$ cat config.mk
export PLATFORM = sky130hd
export DESIGN_NAME = sccb_register_write_master_core
export DESIGN_NICKNAME = d
export VERILOG_FILES = /design/src/hdl/sccbwm_pkg.sv /design/src/hdl/sccbwm_cfg.sv /design/src/hdl/sccbwm_seq.sv /design/src/hdl/sccb_register_write_master_core.sv
export SDC_FILE = /design/constraint.sdc
export NUM_CORES = 1
export LEC_CHECK = 0
export ABC_AREA = 1
export BUFFER_PORTS_ARGS = -buffer_cell sky130_fd_sc_hd__buf_2
export CAP_MARGIN = 20
export CORE_UTILIZATION = 45
export CTS_CLUSTER_SIZE = 28
export DETAILED_ROUTE_END_ITERATION = 16
export PLACE_DENSITY_LB_ADDON = 0.15
export SLEW_MARGIN = 15
export SYNTH_ARGS = -nofsm -noshare
export SYNTH_HDL_FRONTEND = slang
export SYNTH_SLANG_ARGS = --single-unit
export TNS_END_PERCENT = 30
$ cat constraint.sdc
create_clock -name clk_i -period 2.6 [get_ports clk_i]
set_input_delay 0.39 -clock clk_i [delete_from_list [all_inputs] [get_ports clk_i]]
set_output_delay 0.39 -clock clk_i [all_outputs]
set_load 0.05 [all_outputs]
$ cat src/hdl/sccbwm_pkg.sv
// Shared types and constants of the SCCB write master.
// No dependencies; imported by every module of the block.
package sccbwm_pkg;

  localparam int DelayBitsDef = 16;
  localparam int CfgIdxW      = 1;
  localparam int CfgDataW     = 16;
  localparam int WaitW        = 16;
  localparam int RetryW       = 5;

  localparam logic [WaitW-1:0]  WaitTicksRst  = WaitW'(100);
  localparam logic [RetryW-1:0] RetryLimitRst = RetryW'(20);

  localparam logic [CfgIdxW-1:0] CfgWaitTicks  = CfgIdxW'(0);
  localparam logic [CfgIdxW-1:0] CfgRetryLimit = CfgIdxW'(1);

  typedef struct packed {
    logic       command;
    logic [7:0] device_id;
    logic [7:0] register_address;
    logic [7:0] write_data;
    logic       sda_sample;
  } sccbwm_in_t;

  typedef struct packed {
    logic              scl_level;
    logic              sda_level;
    logic              sda_drive;
    logic              busy_res;
    logic              done_res;
    logic              failed;
    logic [RetryW-1:0] attempts_used;
  } sccbwm_out_t;

  typedef struct packed {
    logic [WaitW-1:0]  wait_ticks;
    logic [RetryW-1:0] retry_limit;
  } sccbwm_cfg_t;

endpackage

$ cat src/hdl/sccbwm_cfg.sv
// Configuration registers of the SCCB write master.
// Depends on sccbwm_pkg.
module sccbwm_cfg
  import sccbwm_pkg::*;
(
  input  logic                clk_i,
  input  logic                rst_ni,
  input  logic                cfg_valid_i,
  input  logic [CfgIdxW-1:0]  cfg_index_i,
  input  logic [CfgDataW-1:0] cfg_data_i,
  output logic                cfg_ready_o,
  output sccbwm_cfg_t         cfg_o
);

  sccbwm_cfg_t cfg_q, cfg_d;

  assign cfg_ready_o = 1'b1;

  always_comb begin
    cfg_d = cfg_q;
    if (cfg_valid_i) begin
      case (cfg_index_i)
        CfgWaitTicks:  cfg_d.wait_ticks  = cfg_data_i[WaitW-1:0];
        CfgRetryLimit: cfg_d.retry_limit = cfg_data_i[RetryW-1:0];
        default:       cfg_d = cfg_q;
      endcase
    end
  end

  always_ff @(posedge clk_i or negedge rst_ni) begin
    if (!rst_ni) begin
      cfg_q.wait_ticks  <= WaitTicksRst;
      cfg_q.retry_limit <= RetryLimitRst;
    end else begin
      cfg_q <= cfg_d;
    end
  end

  assign cfg_o = cfg_q;

endmodule

$ cat src/hdl/sccbwm_seq.sv
// Bus sequencer of the SCCB write master: phase state, counters, pin state
// and the one-tick next-state logic. Depends on sccbwm_pkg.
module sccbwm_seq
  import sccbwm_pkg::*;
#(
  parameter int DelayBits = DelayBitsDef
) (
  input  logic        clk_i,
  input  logic        rst_ni,
  input  sccbwm_cfg_t cfg_i,
  input  logic        step_en_i,
  input  sccbwm_in_t  item_i,
  output sccbwm_out_t result_o
);

  localparam logic [3:0] PhIdle     = 4'd0;
  localparam logic [3:0] PhStartA   = 4'd1;
  localparam logic [3:0] PhStartB   = 4'd2;
  localparam logic [3:0] PhBitSetup = 4'd3;
  localparam logic [3:0] PhBitHigh  = 4'd4;
  localparam logic [3:0] PhBitHold  = 4'd5;
  localparam logic [3:0] PhAckSetup = 4'd6;
  localparam logic [3:0] PhAckHigh  = 4'd7;
  localparam logic [3:0] PhAckHold  = 4'd8;
  localparam logic [3:0] PhNackHold = 4'd9;
  localparam logic [3:0] PhStopA    = 4'd10;
  localparam logic [3:0] PhStopB    = 4'd11;
  localparam logic [3:0] PhStopC    = 4'd12;

  localparam int WideW = (DelayBits > WaitW) ? DelayBits : WaitW;

  logic [3:0]           phase_q, phase_d;
  logic [1:0]           byte_idx_q, byte_idx_d;
  logic [3:0]           bit_idx_q, bit_idx_d;
  logic [7:0]           shift_q, shift_d;
  logic [DelayBits-1:0] delay_q, delay_d;
  logic [RetryW-1:0]    attempt_q, attempt_d;
  logic                 scl_q, scl_d, sda_q, sda_d, drv_q, drv_d;
  logic                 fail_q, fail_d;
  logic [7:0]           bytes_q [3];
  logic                 done;

  logic [WideW-1:0]     wait_wide;
  logic [DelayBits-1:0] load;
  logic [RetryW-1:0]    lim;
  logic [1:0]           byte_next;
  logic [3:0]           bit_next;
  logic [1:0]           sel_idx;
  logic [7:0]           sel_byte;

  // Segment length: zero acts as one, values beyond the counter saturate.
  always_comb begin
    wait_wide = WideW'(cfg_i.wait_ticks);
    if (cfg_i.wait_ticks == '0) begin
      load = DelayBits'(1);
    end else if (wait_wide > WideW'({DelayBits{1'b1}})) begin
      load = {DelayBits{1'b1}};
    end else begin
      load = wait_wide[DelayBits-1:0];
    end
  end

  assign lim       = (cfg_i.retry_limit == '0) ? RetryW'(1) : cfg_i.retry_limit;
  assign byte_next = byte_idx_q + 2'd1;
  assign bit_next  = bit_idx_q + 4'd1;
  assign sel_idx   = (phase_q == PhAckHold) ? byte_next : byte_idx_q;

  always_comb begin
    case (sel_idx)
      2'd0:    sel_byte = bytes_q[0];
      2'd1:    sel_byte = bytes_q[1];
      2'd2:    sel_byte = bytes_q[2];
      default: sel_byte = bytes_q[0];
    endcase
  end

  always_comb begin
    phase_d    = phase_q;
    byte_idx_d = byte_idx_q;
    bit_idx_d  = bit_idx_q;
    shift_d    = shift_q;
    delay_d    = delay_q;
    attempt_d  = attempt_q;
    scl_d      = scl_q;
    sda_d      = sda_q;
    drv_d      = drv_q;
    fail_d     = fail_q;
    done       = 1'b0;

    if (phase_q == PhIdle) begin
      if (item_i.command) begin
        attempt_d  = RetryW'(1);
        fail_d     = 1'b0;
        byte_idx_d = 2'd0;
        bit_idx_d  = 4'd0;
        {scl_d, sda_d, drv_d} = 3'b111;
        phase_d    = PhStartA;
        delay_d    = load;
      end
    end else if (delay_q > DelayBits'(1)) begin
      delay_d = delay_q - DelayBits'(1);
    end else begin
      case (phase_q)
        PhStartA: begin
          {scl_d, sda_d, drv_d} = 3'b101;
          phase_d = PhStartB;
          delay_d = load;
        end
        PhStartB: begin
          bit_idx_d = 4'd0;
          {scl_d, sda_d, drv_d} = {1'b0, sel_byte[7], 1'b1};
          shift_d   = {sel_byte[6:0], 1'b0};
          phase_d   = PhBitSetup;
          delay_d   = load;
        end
        PhBitSetup: begin
          scl_d   = 1'b1;
          phase_d = PhBitHigh;
          delay_d = load;
        end
        PhBitHigh: begin
          scl_d   = 1'b0;
          phase_d = PhBitHold;
          delay_d = load;
        end
        PhBitHold: begin
          bit_idx_d = bit_next;
          if (!bit_next[3]) begin
            {scl_d, sda_d, drv_d} = {1'b0, shift_q[7], 1'b1};
            shift_d = {shift_q[6:0], 1'b0};
            phase_d = PhBitSetup;
          end else begin
            // Release SDA so the device can acknowledge.
            {scl_d, sda_d, drv_d} = 3'b010;
            phase_d = PhAckSetup;
          end
          delay_d = load;
        end
        PhAckSetup: begin
          scl_d   = 1'b1;
          phase_d = PhAckHigh;
          delay_d = load;
        end
        PhAckHigh: begin
          scl_d   = 1'b0;
          phase_d = item_i.sda_sample ? PhNackHold : PhAckHold;
          delay_d = load;
        end
        PhAckHold: begin
          byte_idx_d = byte_next;
          if (byte_next != 2'd3) begin
            bit_idx_d = 4'd0;
            {scl_d, sda_d, drv_d} = {1'b0, sel_byte[7], 1'b1};
            shift_d   = {sel_byte[6:0], 1'b0};
            phase_d   = PhBitSetup;
          end else begin
            {scl_d, sda_d, drv_d} = 3'b001;
            phase_d = PhStopA;
          end
          delay_d = load;
        end
        PhNackHold: begin
          if (attempt_q < lim) begin
            // Retry from a fresh start condition, no stop in between.
            attempt_d  = attempt_q + RetryW'(1);
            byte_idx_d = 2'd0;
            bit_idx_d  = 4'd0;
            {scl_d, sda_d, drv_d} = 3'b111;
            phase_d    = PhStartA;
            delay_d    = load;
          end else begin
            fail_d  = 1'b1;
            phase_d = PhIdle;
            delay_d = '0;
            done    = 1'b1;
          end
        end
        PhStopA: begin
          scl_d   = 1'b1;
          phase_d = PhStopB;
          delay_d = load;
        end
        PhStopB: begin
          sda_d   = 1'b1;
          drv_d   = 1'b1;
          phase_d = PhStopC;
          delay_d = load;
        end
        PhStopC: begin
          fail_d  = 1'b0;
          phase_d = PhIdle;
          delay_d = '0;
          done    = 1'b1;
        end
        default: begin
          phase_d = PhIdle;
          delay_d = '0;
        end
      endcase
    end
  end

  always_ff @(posedge clk_i or negedge rst_ni) begin
    if (!rst_ni) begin
      phase_q    <= PhIdle;
      byte_idx_q <= 2'd0;
      bit_idx_q  <= 4'd0;
      shift_q    <= 8'd0;
      delay_q    <= '0;
      attempt_q  <= '0;
      scl_q      <= 1'b1;
      sda_q      <= 1'b1;
      drv_q      <= 1'b1;
      fail_q     <= 1'b0;
    end else if (step_en_i) begin
      phase_q    <= phase_d;
      byte_idx_q <= byte_idx_d;
      bit_idx_q  <= bit_idx_d;
      shift_q    <= shift_d;
      delay_q    <= delay_d;
      attempt_q  <= attempt_d;
      scl_q      <= scl_d;
      sda_q      <= sda_d;
      drv_q      <= drv_d;
      fail_q     <= fail_d;
    end
  end

  // The byte store is written on every start before it is read.
  always_ff @(posedge clk_i) begin
    if (step_en_i && (phase_q == PhIdle) && item_i.command) begin
      bytes_q[0] <= item_i.device_id;
      bytes_q[1] <= item_i.register_address;
      bytes_q[2] <= item_i.write_data;
    end
  end

  always_comb begin
    result_o.scl_level     = scl_d;
    result_o.sda_level     = sda_d;
    result_o.sda_drive     = drv_d;
    result_o.busy_res      = (phase_d != PhIdle);
    result_o.done_res      = done;
    result_o.failed        = fail_d;
    result_o.attempts_used = attempt_d;
  end

endmodule

$ cat src/hdl/sccb_register_write_master_core.sv
// SCCB write master, one bus tick per input word, one result word per tick.
// An accepted word passes the input register, then the result register.
// Throughput: one word per cycle while the output is not stalled; the
// sequencer step is a single pass of logic between the two registers.
// Reset clears all control state; pins go to SCL high, SDA high and driven.
module sccb_register_write_master_core
  import sccbwm_pkg::*;
#(
  parameter int DelayBits = DelayBitsDef
) (
  input  logic                clk_i,
  input  logic                rst_ni,
  input  logic                in_valid_i,
  output logic                in_stall_o,
  input  sccbwm_in_t          in_data_i,
  output logic                out_valid_o,
  input  logic                out_stall_i,
  output sccbwm_out_t         out_data_o,
  input  logic                cfg_valid_i,
  output logic                cfg_ready_o,
  input  logic [CfgIdxW-1:0]  cfg_index_i,
  input  logic [CfgDataW-1:0] cfg_data_i
);

  sccbwm_cfg_t cfg;
  sccbwm_out_t result;
  sccbwm_in_t  in_data_q;
  sccbwm_out_t out_data_q;
  logic        in_valid_q, in_valid_d;
  logic        out_valid_q, out_valid_d;
  logic        advance, accept, fire;

  // The result register frees up when it is empty or its word is taken.
  assign advance    = !out_valid_q || !out_stall_i;
  assign in_stall_o = in_valid_q && !advance;
  assign accept     = in_valid_i && !in_stall_o;
  assign fire       = in_valid_q && advance;

  assign in_valid_d  = accept ? 1'b1 : (fire ? 1'b0 : in_valid_q);
  assign out_valid_d = advance ? in_valid_q : out_valid_q;

  sccbwm_cfg u_cfg (
    .clk_i       (clk_i),
    .rst_ni      (rst_ni),
    .cfg_valid_i (cfg_valid_i),
    .cfg_index_i (cfg_index_i),
    .cfg_data_i  (cfg_data_i),
    .cfg_ready_o (cfg_ready_o),
    .cfg_o       (cfg)
  );

  sccbwm_seq #(
    .DelayBits (DelayBits)
  ) u_seq (
    .clk_i     (clk_i),
    .rst_ni    (rst_ni),
    .cfg_i     (cfg),
    .step_en_i (fire),
    .item_i    (in_data_q),
    .result_o  (result)
  );

  always_ff @(posedge clk_i or negedge rst_ni) begin
    if (!rst_ni) begin
      in_valid_q  <= 1'b0;
      out_valid_q <= 1'b0;
    end else begin
      in_valid_q  <= in_valid_d;
      out_valid_q <= out_valid_d;
    end
  end

  always_ff @(posedge clk_i) begin
    if (accept) begin
      in_data_q <= in_data_i;
    end
    if (fire) begin
      out_data_q <= result;
    end
  end

  assign out_valid_o = out_valid_q;
  assign out_data_o  = out_data_q;

endmodule

# Word-level counts from Yosys, hierarchy flattened

Memories as Yosys holds them, arrays and structs flattened.
Index checks and enable logic that the tools add are counted.

Flip-flop bits (word level): 103
Memory bits (writable): 24
Input bits: 48
Output and inout bits: 14
Logic and storage cells: 153
Memories kept: 1

$add $sub $neg: 4
$lt $le $gt $ge: 3
Eq/ne operators: 21
Muxes and demuxes: 66
Bitwise gates (word level): 3
Reduce and logical (&&, ||, !) cells: 29

Memory list:

| memory        | depth | width | read ports | clocked after Yosys merged registers in | write ports | line             | text |
|---|---|---|---|---|---|---|---|
| u_seq.bytes_q | 3     | 8     | 3          | 0                                       | 3           | sccbwm_seq.sv:40 | `logic [7:0] bytes_q [3];` |

Operator list:

| kind                    | number |
|---|---|
| $mux W16                | 6 |
| $pmux W4 S11            | 1 |
| $mux W4                 | 9 |
| $pmux W16 S2            | 1 |
| $mux W5                 | 6 |
| $mux W1                 | 26 |
| $pmux W8 S3             | 1 |
| $eq A4 B4 Y1 const B    | 5 |
| $eq A4 B3 Y1 const B    | 4 |
| $gt A16 B1 Y1 const B   | 1 |
| $gt A16 B16 Y1 const B  | 1 |
| $logic_not A16 Y1       | 1 |
| $mux W8                 | 2 |
| $pmux W4 S4             | 1 |
| $pmux W8 S2             | 1 |
| $sub A16 B1 Y16 const B | 1 |
| $reduce_and A6 Y1       | 2 |
| $mux W2                 | 5 |
| $ne A2 B2 Y1 const B    | 5 |
| $reduce_or A10 Y1       | 1 |
| $eq A4 B2 Y1 const B    | 2 |
| $reduce_or A4 Y1        | 2 |
| $pmux W1 S3             | 2 |
| $pmux W1 S6             | 1 |
| other kinds (26)        | 39 |

# Logic depth before layout (Yosys ltp)

Gate-level depths: netlist (run 1).

Depth after elaboration: 8
Gate-level depth with buffers: 18
Depth with buffers taken out: 17

# Hierarchy

From an unflattened synthesis (run 1), not the netlist that was laid out.

Cells, all modules: 725
Area, all modules: 6,570.1 µm²

By module, submodules not included:

| module                          | instances | cells each | area each (µm²) | seq. area each (µm²) |
|---|---|---|---|---|
| sccbwm_seq                      | 1         | 583        | 4,513.1         | 1,775.5 |
| sccb_register_write_master_core | 1         | 49         | 1,206.2         | 1,161.1 |
| sccbwm_cfg                      | 1         | 93         | 850.8           | 531.8 |

# Least setup slack after synthesis (run 1)

No wires, ideal clock.

Path kind: flip-flop to flip-flop
Start point: reg out_valid_q, in the netlist out_valid_o
End point: mem u_seq.bytes_q[0][0] (enable)
Setup time: 0.405 ns
Arrival: 2.335 ns
Data required time: 2.195 ns
Slack: -0.139 ns
Stages on the path, launching flop included: 5
Buffers on the path: 1
Period minus slack after synthesis: 2.739 ns
Path through: dfrtp_1 a21oi_2 clkbuf_1 inv_1 nor2_1

RTL lines:

| what                   | line                                  | text |
|---|---|---|
| start, declared        | sccb_register_write_master_core.sv:30 | `logic out_valid_q, out_valid_d;` |
| start signal, assigned | sccb_register_write_master_core.sv:69 | `out_valid_q <= out_valid_d;` |
| end, declared          | sccbwm_seq.sv:40                      |  |

==> reports/metrics.yaml, run 1 <==
place:
  portBuffers: 60
  gp_congestion: 0.870
  dpl.hpwl_mm: 9.24
cts:
  htreeDepth: 4
  clk_pin_slew_ps: 60
  numCtsBuffers: 17
  cts_hold_buf: 1
  cts_num_sinks: 126
  clockBufferDepth: 2
  clk_latency_ps: 420
  cts_root_buf: "clkbuf_16"
  post_cts_buffers: 0
  cts_resized: 0
  cts_tree: "done"
finish:
  nNetsFinal: 823
  layout_commonest_cell: "nand2_1"
  drive_above_1_share_pct: 20.2
  nFillCells: 1256
  multi_input_area_um2: 2450
  seqCellArea_um2: 3470
  area_growth_pct: 17.2
  mostFrequentLayoutCells: "176 x nand2_1, 75 x inv_1, 72 x nor2_1"
  n_antenna_cell: 0
floorplan:
  die-area_um2: 14500
  io_pins: 62
  rows: 42
  start_util_pct: 47.0
  die_h_um: 121
  fp.dieW_um: 121
  core_area_um2: 13500
logic_synthesis:
  yosysWarningCount: 0
  netlist.area_leader.share_pct: 28.9
  synth_top_cell_by_area: "edfxtp_1"
  synth_cell_types: 46
  syn_nets: 751
  syn_inst: 692
  ys_seq_area_share_pct: 54.8
  ys_ff_latch: 126
  syn-mean-instance-area_um2: 9.14
  synth_area_leaders: "edfxtp_1 29%, dfrtp_1 23%, nand2_1 10%, inv_1 4.4%, nor2_1 4.3%"
  async_flop_share_pct: 51.6
  ys.flop_type: "edfxtp_1"
  synth_edf_count: 61
  syn_area_um2: 6330
timing:
  fin_worst_skew_ps: 10.3
  finalMaxSlewViolations: 0
  period_minus_slack_ps: 2380
  post-route-period-util_pct: 91.7
  slew_headroom_pct: 49.2
  rsz0062_at_grt: "no"
  final-hold-violation-count: 0
  setup_viol: 0
  setup_tns_ps: 0
  max_freq_mhz: 419
  max_slew.worst_pin.slew_ps: 760
global_routing:
  grt_max_degree: 66
  grt.overflow.total: 0
  grt_pass1_vias: 4651
  antenna_found_initial: 0
  grt_use_total_pct: 20.0
  grt_pass1_wl_mm: 22.2
drt:
  first_iter_violations: 344
  wire_per_inst_um: 13.7
  routed_via_density: 5.00
  drt_pass1_iterations: 4
  detail-route-antenna-nets: 0
  vias: 4768
  drc: 0
  drt_wl_total_mm: 13.1
power:
  cellLeakagePower_uw: 0.00337
  total_power_uw: 6640
  vdd_drop_max_mv: 0.620
  power_density_nw_per_um2: 895
setup_path:
  endpoint_kind: "flip-flop"
  path_max_fanout: 8
  crit_type: "reg2reg"
  worst_ep_required_time_ps: 2760
  start_kind: "flip-flop"
  arrival_ps: 2540
flow_run:
  maxCapViolations: 0
status:
  status: "complete, no violations"
worst_hold_path:
  holdCritPathClass: "in2reg"
[per-stage QoR]
stage | std cells | cell area (µm²) | utilization (%) | setup slack [ps] | hold WS, ps
after global routing | 953 | 7420 | 55.1 | 21.3 | 126
after global placement | 920 | 6830 | 50.8 | 374 | 404
after floorplan | 692 | 6330 | - | 246 | 94.4
final | 953 | 7420 | 55.1 | 216 | 144
after detailed placement | 920 | 6830 | 50.8 | 261 | 405
after CTS | 953 | 7420 | 55.1 | 253 | 123
[flip-flops by register name (all words and copies together), names as in the netlist]
signal / flops
u_seq.sda_q: 1
u_seq.scl_q: 1
u_seq.phase_q: 4
u_seq.bytes_q: 24
u_seq.byte_idx_q: 2
u_seq.shift_q: 7
in_data_q: 26
u_seq.delay_q: 16
out_valid_o: 1
out_data_o: 11
in_valid_q: 1
u_seq.attempt_q: 5
u_seq.bit_idx_q: 4
u_cfg.cfg_o: 21
u_seq.drv_q: 1
u_seq.fail_q: 1
[final cells by class]
type | count | area share, %
Sequential cell | 126 | 46.8
Multi-Input combinational cell | 468 | 33.0
Clock buffer | 17 | 5.74
Timing Repair Buffer | 71 | 5.36
Inverter | 80 | 4.10
Tap cell | 176 | 2.97
Clock inverter | 15 | 2.02
[cells in the mapped netlist (2+ instances only)]
cell      count
nand2_1     176
inv_1        75
nor2_1       73
edfxtp_1     61
dfrtp_1      57
nand3_1      50
o21ai_0      34
a21oi_1      31
ha_1         11
a31oi_1       9
mux2_2        9
xor2_1        9
dfstp_2       8
o21ai_2       7
clkbuf_1      6
mux2i_1       6
o21ai_1       6
buf_4         5
xnor2_1       5
buf_2         4
nand2_2       4
nand2_4       4
nand4_1       4
nor2_4        4
or2_2         4
inv_2         3
a22oi_1       2
buf_6         2
nand3_2       2
nand3b_4      2
nor2_2        2
nor3_1        2
nor4_1        2
[per-layer routing]
| layer | routed length, µm | GRT usage (%) | part of all wire (%) | up-vias |
|---|---|---|---|---|
| met1 | 6360 | 27.5 | 49 | 2208 |
| met4 | 218 | 8.10 | 1.7 | 0 |
| met5 | 0 | 0 | 0 | - |
| met2 | 5830 | 30.6 | 45 | 125 |
| li1 | - | - | - | 2416 |
| met3 | 673 | 4.43 | 5.1 | 19 |
[worst paths after layout]
kind / from / to / slack, ps / cells after the start
setup / recovery: u_seq.phase_q[3]$_DFFE_PN0P_ / out_data_o[9]$_DFFE_PP_ / 220 / 13
hold / removal: in_data_i[24] / in_data_q[24]$_DFFE_PP_ / 140 / 1
setup reg to reg: u_seq.phase_q[3]$_DFFE_PN0P_ / out_data_o[9]$_DFFE_PP_ / 220 / 13
hold reg to reg: in_data_q[5]$_DFFE_PP_ / u_seq.bytes_q[0][20]$_DFFE_PP_ / 420 / 0
max in group asynchronous: rst_ni / u_cfg.cfg_o[4]$_DFFE_PN1P_ / 1730 / 3
min in group asynchronous: rst_ni / u_seq.phase_q[0]$_DFFE_PN0P_ / 510 / 3
[cells by family (layout without fill, tap and decap cells)]
kind of cell	after synthesis	after routing	synth area share [%]
mux	15	15	2.55
xor+xnor	14	14	1.94
compound gates	94	94	8.33
other cells	1	1	0.0593
simple gates	333	333	23.7
fa+ha+maj	11	11	2.18
buf+inv	98	183	6.49
flops	126	126	54.8
[worst max-delay path: stages (launching register included)]
cell and delay, ps:
dfrtp_1 510, inv_4 100, nor2_8 140, nand2_2 130
o21ai_0 260, inv_1 80, ha_1 290, inv_1 50
nand2_1 60, nand2_1 50, a21boi_0 160, nand3_1 110
nand2_1 100, a22oi_1 80
[power breakdown]
| group | total, µW | internal (µW) | switching [µW] |
|---|---|---|---|
| clock network | 2300 | 1350 | 956 |
| registers | 2690 | 2420 | 266 |
| logic | 1650 | 583 | 1070 |
(Power assumes the default switching activity.)
==> run 2: changes to the inputs <==
--- a/config.mk
+++ b/config.mk
@@ -8,10 +8,12 @@
 export ABC_AREA = 1
 export BUFFER_PORTS_ARGS = -buffer_cell sky130_fd_sc_hd__buf_2
 export CAP_MARGIN = 20
+export CORE_MARGIN = 2
 export CORE_UTILIZATION = 45
 export CTS_CLUSTER_SIZE = 28
 export DETAILED_ROUTE_END_ITERATION = 16
 export PLACE_DENSITY_LB_ADDON = 0.15
+export REMOVE_ABC_BUFFERS = 1
 export SLEW_MARGIN = 15
 export SYNTH_ARGS = -nofsm -noshare
 export SYNTH_HDL_FRONTEND = slang
==> reports/metrics.yaml, run 2 (synthesis gave the netlist of run 1 again) <==
global_routing:
  grtUsageMet3_pct: 4.32
  met1_usage_pct: 26.7
  grt_pass1_wl_mm: 21.7
  grt.overflow.total: 0
  grt_max_degree: 28
  antenna_found_initial: 0
  grt_use_met2_pct: 28.2
  grt_use_total_pct: 18.9
  grt_pass1_vias: 4458
  busiest_layer: "met2"
cts:
  cts_root_buf: "clkbuf_16"
  cts_num_sinks: 126
  numCtsBuffers: 17
  post_cts_buffers: 0
  clockBufferDepth: 2
  cts_tree: "done"
  htreeDepth: 4
  clk_pin_slew_ps: 60
  clk_latency_ps: 430
timing:
  setup_slack_ps: 335
  fin_worst_skew_ps: 12.4
  max_slew.worst_pin.slew_ps: 731
  finalMaxSlewViolations: 0
  post-route-period-util_pct: 87.1
  period_minus_slack_ps: 2260
  final-hold-violation-count: 0
  hold_slack_ps: 135
  slew_headroom_pct: 51.1
  max_freq_mhz: 442
  setup_viol: 0
  rsz0062_at_grt: "no"
finish:
  nNetsFinal: 827
  area_growth_pct: 18.0
  n_antenna_cell: 0
  seqCellArea_um2: 3470
  fin_area_um2: 7460
  final-instance-count-excl-fill: 961
  layout_commonest_cell: "nand2_1"
  top_register: "in_data_q"
  largest_reg_flops: 26
  mostFrequentLayoutCells: "176 x nand2_1, 75 x inv_1, 72 x nor2_1"
  nFillCells: 1236
  drive_above_1_share_pct: 20.7
  multi_input_area_um2: 2450
setup_path:
  arrival_ps: 2430
  critPathBufInv: 2
  start_kind: "flip-flop"
  crit_type: "reg2reg"
  endpoint_kind: "flip-flop"
  crit_family: "simple AND/OR/NAND/NOR gates"
  path_cells: "nor2_4 > nand2_2 > o21ai_0 > inv_1 > ha_1 > inv_1 > nand2_1 > nand2_1 > a21boi_0 > nand3_1 > nand2_1 > a22oi_1"
  worst_ep_required_time_ps: 2770
  slowest_delay_ps: 470
  path_max_fanout: 8
  crit_slowest_cell: "dfrtp_1"
  cpMostUsedCell: "nand2_1"
drt:
  routed_via_density: 4.93
  first_iter_violations: 231
  wire_per_inst_um: 13.5
  detail-route-antenna-nets: 0
  vias: 4741
  drc: 0
  drt_wl_total_mm: 12.9
  drt_pass1_iterations: 5
flow_run:
  maxCapViolations: 0
worst_hold_path:
  holdCritPathClass: "in2reg"
place:
  numPlacedInstances: 928
  place_area_um2: 6850
  dpl.hpwl_mm: 9.41
  gp_congestion: 0.880
  portBuffers: 60
  place_ws_ps: 299
floorplan:
  io_pins: 62
  rows: 43
  fp.dieW_um: 123
  die-area_um2: 15000
  die_h_um: 123
  core_area_um2: 13800
  start_util_pct: 45.8
power:
  swShare_pct: 34.1
  power_frac_comb_pct: 24.8
  p_clk_share_pct: 35.5
  cellLeakagePower_uw: 0.00340
  total_power_uw: 6750
  p_int_uw: 4450
  vdd_drop_max_mv: 0.469
  p_switching_uw: 2300
  seq_power_share_pct: 39.7
  power_density_nw_per_um2: 904
status:
  status: "complete, no violations"
run 2: per-layer routing:
layer | wire length (µm) | vias up | share of wire [%]
met3 | 625 | 13 | 4.8
li1 | - | 2430 | -
met2 | 5880 | 107 | 45
met4 | 182 | 0 | 1.4
met1 | 6240 | 2191 | 48
met5 | 0 | - | 0
run 2: path summary, 6_finish.rpt:
| check | slack [ps] | from | end | cells after the start |
|---|---|---|---|---|
| max in group asynchronous | 1490 | rst_ni | u_seq.scl_q$_DFFE_PN1P_ | 3 |
| setup reg to reg | 340 | u_seq.phase_q[0]$_DFFE_PN0P_ | out_data_o[9]$_DFFE_PP_ | 12 |
| hold reg to reg | 420 | in_data_q[15]$_DFFE_PP_ | u_seq.bytes_q[0][14]$_DFFE_PP_ | 0 |
| setup / recovery | 340 | u_seq.phase_q[0]$_DFFE_PN0P_ | out_data_o[9]$_DFFE_PP_ | 12 |
| min in group asynchronous | 400 | rst_ni | u_seq.bit_idx_q[2]$_DFFE_PN0P_ | 2 |
| hold / removal | 140 | in_data_i[3] | in_data_q[3]$_DFFE_PP_ | 1 |
run 2: power by group through the flow:
stage | logic (µW) | registers (µW) | clock network (µW)
final | 1670 | 2680 | 2400
after global routing | 1910 | 2720 | 2530
after CTS | 1690 | 2680 | 2440
after detailed placement | 1680 | 2710 | 0
after global placement | 1640 | 2710 | 0
after floorplan | 1170 | 2730 | 0
run 2: cell type report:
type,instances,share of cell area [%]
clock inverter,15,2.33
sequential,126,46.5
inverter,80,4.07
multi-input combinational,468,32.8
timing repair buffer,75,5.56
clock buffer,17,5.70
tap,180,3.02
run 2: timing repair:
item                                   in CTS  in global routing
hold buffers                                1                  0
resized for setup                           0                  1
endpoints found under the hold margin      11                  0
setup endpoints to repair                   0                  1
run 2: metrics by stage:
| step | setup TNS, ps | utilization (%) |
|---|---|---|
| global route | 0 | 54.0 |
| detailed placement | 0 | 49.6 |
| global placement | 0 | 49.6 |
| finish | 0 | 54.0 |
| floorplan | -14320 | - |
| CTS | 0 | 54.0 |
==> run 3: changes to the inputs <==
--- a/config.mk
+++ b/config.mk
@@ -5,13 +5,13 @@
 export SDC_FILE = /design/constraint.sdc
 export NUM_CORES = 1
 export LEC_CHECK = 0
-export ABC_AREA = 1
 export BUFFER_PORTS_ARGS = -buffer_cell sky130_fd_sc_hd__buf_2
 export CAP_MARGIN = 20
 export CORE_MARGIN = 2
 export CORE_UTILIZATION = 45
 export CTS_CLUSTER_SIZE = 28
 export DETAILED_ROUTE_END_ITERATION = 16
+export GPL_TIMING_DRIVEN = 0
 export PLACE_DENSITY_LB_ADDON = 0.15
 export REMOVE_ABC_BUFFERS = 1
 export SLEW_MARGIN = 15
==> reports/metrics.yaml, run 3 <==
logic_synthesis:
  synth_edf_count: 61
  synth_cell_types: 67
  synth_mux_area_share_pct: 4.68
  synth_simple_gate_area_share_pct: 14.9
  synth_area_leaders: "edfxtp_1 31%, dfrtp_1 24%, mux2_2 4.0%, dfstp_2 3.5%, a21oi_1 3.0%"
  synth_commonest_cells: "61 x edfxtp_1, 57 x dfrtp_1, 45 x nor2_1, 36 x a21oi_1, 35 x nand2_1"
  ys_ff_latch: 126
  ys.flop_type: "edfxtp_1"
  synthAdderAreaFrac_pct: 2.31
  synth_top_cell_by_area: "edfxtp_1"
  syn_area_um2: 5960
  synth_compound_area_share_pct: 15.9
  synth_top_family_by_area: "compound AO/OA/AOI/OAI gates"
  syn-mean-instance-area_um2: 11.2
  syn_inst: 533
  yosys.cell_count.top_type: "edfxtp_1"
  async_flop_share_pct: 51.6
  yosysWarningCount: 0
  synthXorXnorAreaFrac_pct: 0.587
  ys_seq_area_share_pct: 58.2
  netlist.area_leader.share_pct: 30.7
finish:
  nNetsFinal: 690
  mostFrequentLayoutCells: "61 x edfxtp_1, 61 x buf_2, 53 x dfrtp_1"
  top_register: "in_data_q"
  area_growth_pct: 28.1
  drive_above_1_share_pct: 34.0
  largest_reg_flops: 26
  seqCellArea_um2: 3480
  nFillCells: 1068
  multi_input_area_um2: 2570
  final-instance-count-excl-fill: 820
  fin_area_um2: 7640
  n_antenna_cell: 0
global_routing:
  met1_usage_pct: 26.4
  grtUsageMet3_pct: 5.80
  busiest_layer: "met2"
  grt_max_degree: 57
  grt_use_met2_pct: 31.7
  antenna_found_initial: 0
  grt.overflow.total: 0
  grt_pass1_wl_mm: 22.3
  grt_pass1_vias: 4490
  grt_use_total_pct: 20.2
floorplan:
  start_util_pct: 45.6
  die_h_um: 119
  core_area_um2: 13100
  io_pins: 62
  die-area_um2: 14200
  fp.dieW_um: 119
  rows: 42
timing:
  finalMaxSlewViolations: 0
  setup_viol: 3
  setup_slack_ps: -53.6
  post-route-period-util_pct: 102
  max_slew.worst_pin.slew_ps: 831
  final-hold-violation-count: 0
  period_minus_slack_ps: 2650
  slew_headroom_pct: 44.4
  fin_worst_skew_ps: 9.90
  rsz0062_at_grt: "yes"
  max_freq_mhz: 377
  setup_tns_ps: -63.6
cts:
  cts_tree: "done"
  htreeDepth: 4
  cts_num_sinks: 126
  clockBufferDepth: 2
  clk_latency_ps: 430
  clk_pin_slew_ps: 60
  cts_root_buf: "clkbuf_16"
  numCtsBuffers: 17
setup_path:
  regToRegSetupSlack_ps: -50
  path_max_fanout: 5
  arrival_ps: 2810
  start_kind: "flip-flop"
  crit_type: "reg2reg"
  reg2reg_depth: 12
  endpoint_kind: "flip-flop"
  r2r-end: "out_data_o[9]$_DFFE_PP_"
  worst_ep_required_time_ps: 2760
  timing.rr.start: "u_seq.phase_q[2]$_DFFE_PN0P_"
  critPathLaunch: "u_seq.phase_q[2]$_DFFE_PN0P_"
drt:
  detail-route-antenna-nets: 0
  drt_wl_total_mm: 14.0
  first_iter_violations: 369
  drc: 0
  wire_per_inst_um: 17.0
  routed_via_density: 5.80
  vias: 4757
  drt_pass1_iterations: 6
power:
  cellLeakagePower_uw: 0.00302
  power_density_nw_per_um2: 699
  vdd_drop_max_mv: 0.415
place:
  dpl.hpwl_mm: 8.80
  place_area_um2: 6430
  numPlacedInstances: 746
  gp_congestion: 0.841
  portBuffers: 60
worst_hold_path:
  holdCritPathClass: "in2reg"
  min-delay-start: "in_data_i[10]"
  hold_path_depth: 1
  hold_end: "in_data_q[10]$_DFFE_PP_"
status:
  status: "finished with violations"
  violations: "setup timing"
flow_run:
  maxCapViolations: 0
run 3: changes by cell type in the layout (fill, tap and decap cells not counted), moves of 7 or more:
cell	previous run	this run
a221o_1	0	10
a22oi_1	2	9
buf_4	14	38
inv_1	75	17
mux2_2	9	21
nand2_1	176	30
nand2b_1	0	7
nand3_1	50	22
nor2_1	72	40
nor3_1	2	13
o21ai_0	34	24
o21ai_2	7	0
xor2_1	9	2
run 3: routing by layer:
layer  share of wire, %  wire, µm  up-vias
li1                   -         -     2208
met1                 43      5990     2322
met2                 48      6730      197
met3                6.6       917       30
met4                2.4       329        0
met5                  0         0        -
run 3: worst max-delay path by stage:
stage / depth (start not counted) / end / slack [ps]
after floorplan: 8 / u_seq.delay_q[8]$_DFFE_PN0P_ / -340
after global placement: 6 / u_seq.delay_q[8]$_DFFE_PN0P_ / -1260
after detailed placement: 6 / u_seq.delay_q[3]$_DFFE_PN0P_ / -930
after CTS: 11 / out_data_o[9]$_DFFE_PP_ / -100
after global routing: 12 / out_data_o[9]$_DFFE_PP_ / -160
final: 12 / out_data_o[9]$_DFFE_PP_ / -50
run 3: logic make-up after synthesis:
group | count (synthesis)
compound gates | 143
xor+xnor | 4
fa+ha+maj | 11
buf+inv | 48
flops | 126
mux | 25
other cells | 1
simple gates | 175
run 3: metrics by stage:
| stage | setup slack (ps) | util (%) | power [µW] | hold slack, ps |
|---|---|---|---|---|
| floorplan | -343 | - | 2760 | 94.4 |
| global placement | -1260 | 48.6 | 2920 | 402 |
| detailed placement | -928 | 49.1 | 2950 | 245 |
| CTS | -100 | 56.0 | 5350 | 119 |
| global route | -160 | 58.4 | 5550 | 115 |
| finish | -53.6 | 58.4 | 5330 | 131 |
run 3: timing repair:
action	4_1_cts	5_1_grt
endpoints found under the setup margin	74	64
resized for setup	35	37
pin swaps	5	13
setup buffers	20	20
hold buffers	1	0
hold endpoints to repair	8	0
cloned	1	0
run 3: area by class of cell:
cell class,instances,share of cell area [%]
inverter,21,1.15
sequential,126,45.5
multi-input combinational,360,33.7
timing repair buffer,105,8.98
clock buffer,18,5.62
tap,176,2.88
clock inverter,14,2.18
run 3: critical path, cell delays in order (launching register included):
cell and delay [ps]:
dfrtp_2 460, buf_6 140, nor2b_4 140, nand2_2 100, xnor2_2 150, buf_4 150, ha_4 240, o21bai_4 160
o221ai_2 230, o22ai_4 120, nor3_4 240, o21ai_1 70, a21boi_2 160
run 3: power breakdown:
group	total [µW]	internal (µW)	switching (µW)
logic	528	223	306
clock network	2390	1500	893
registers	2410	2270	144
total	5330	3990	1340
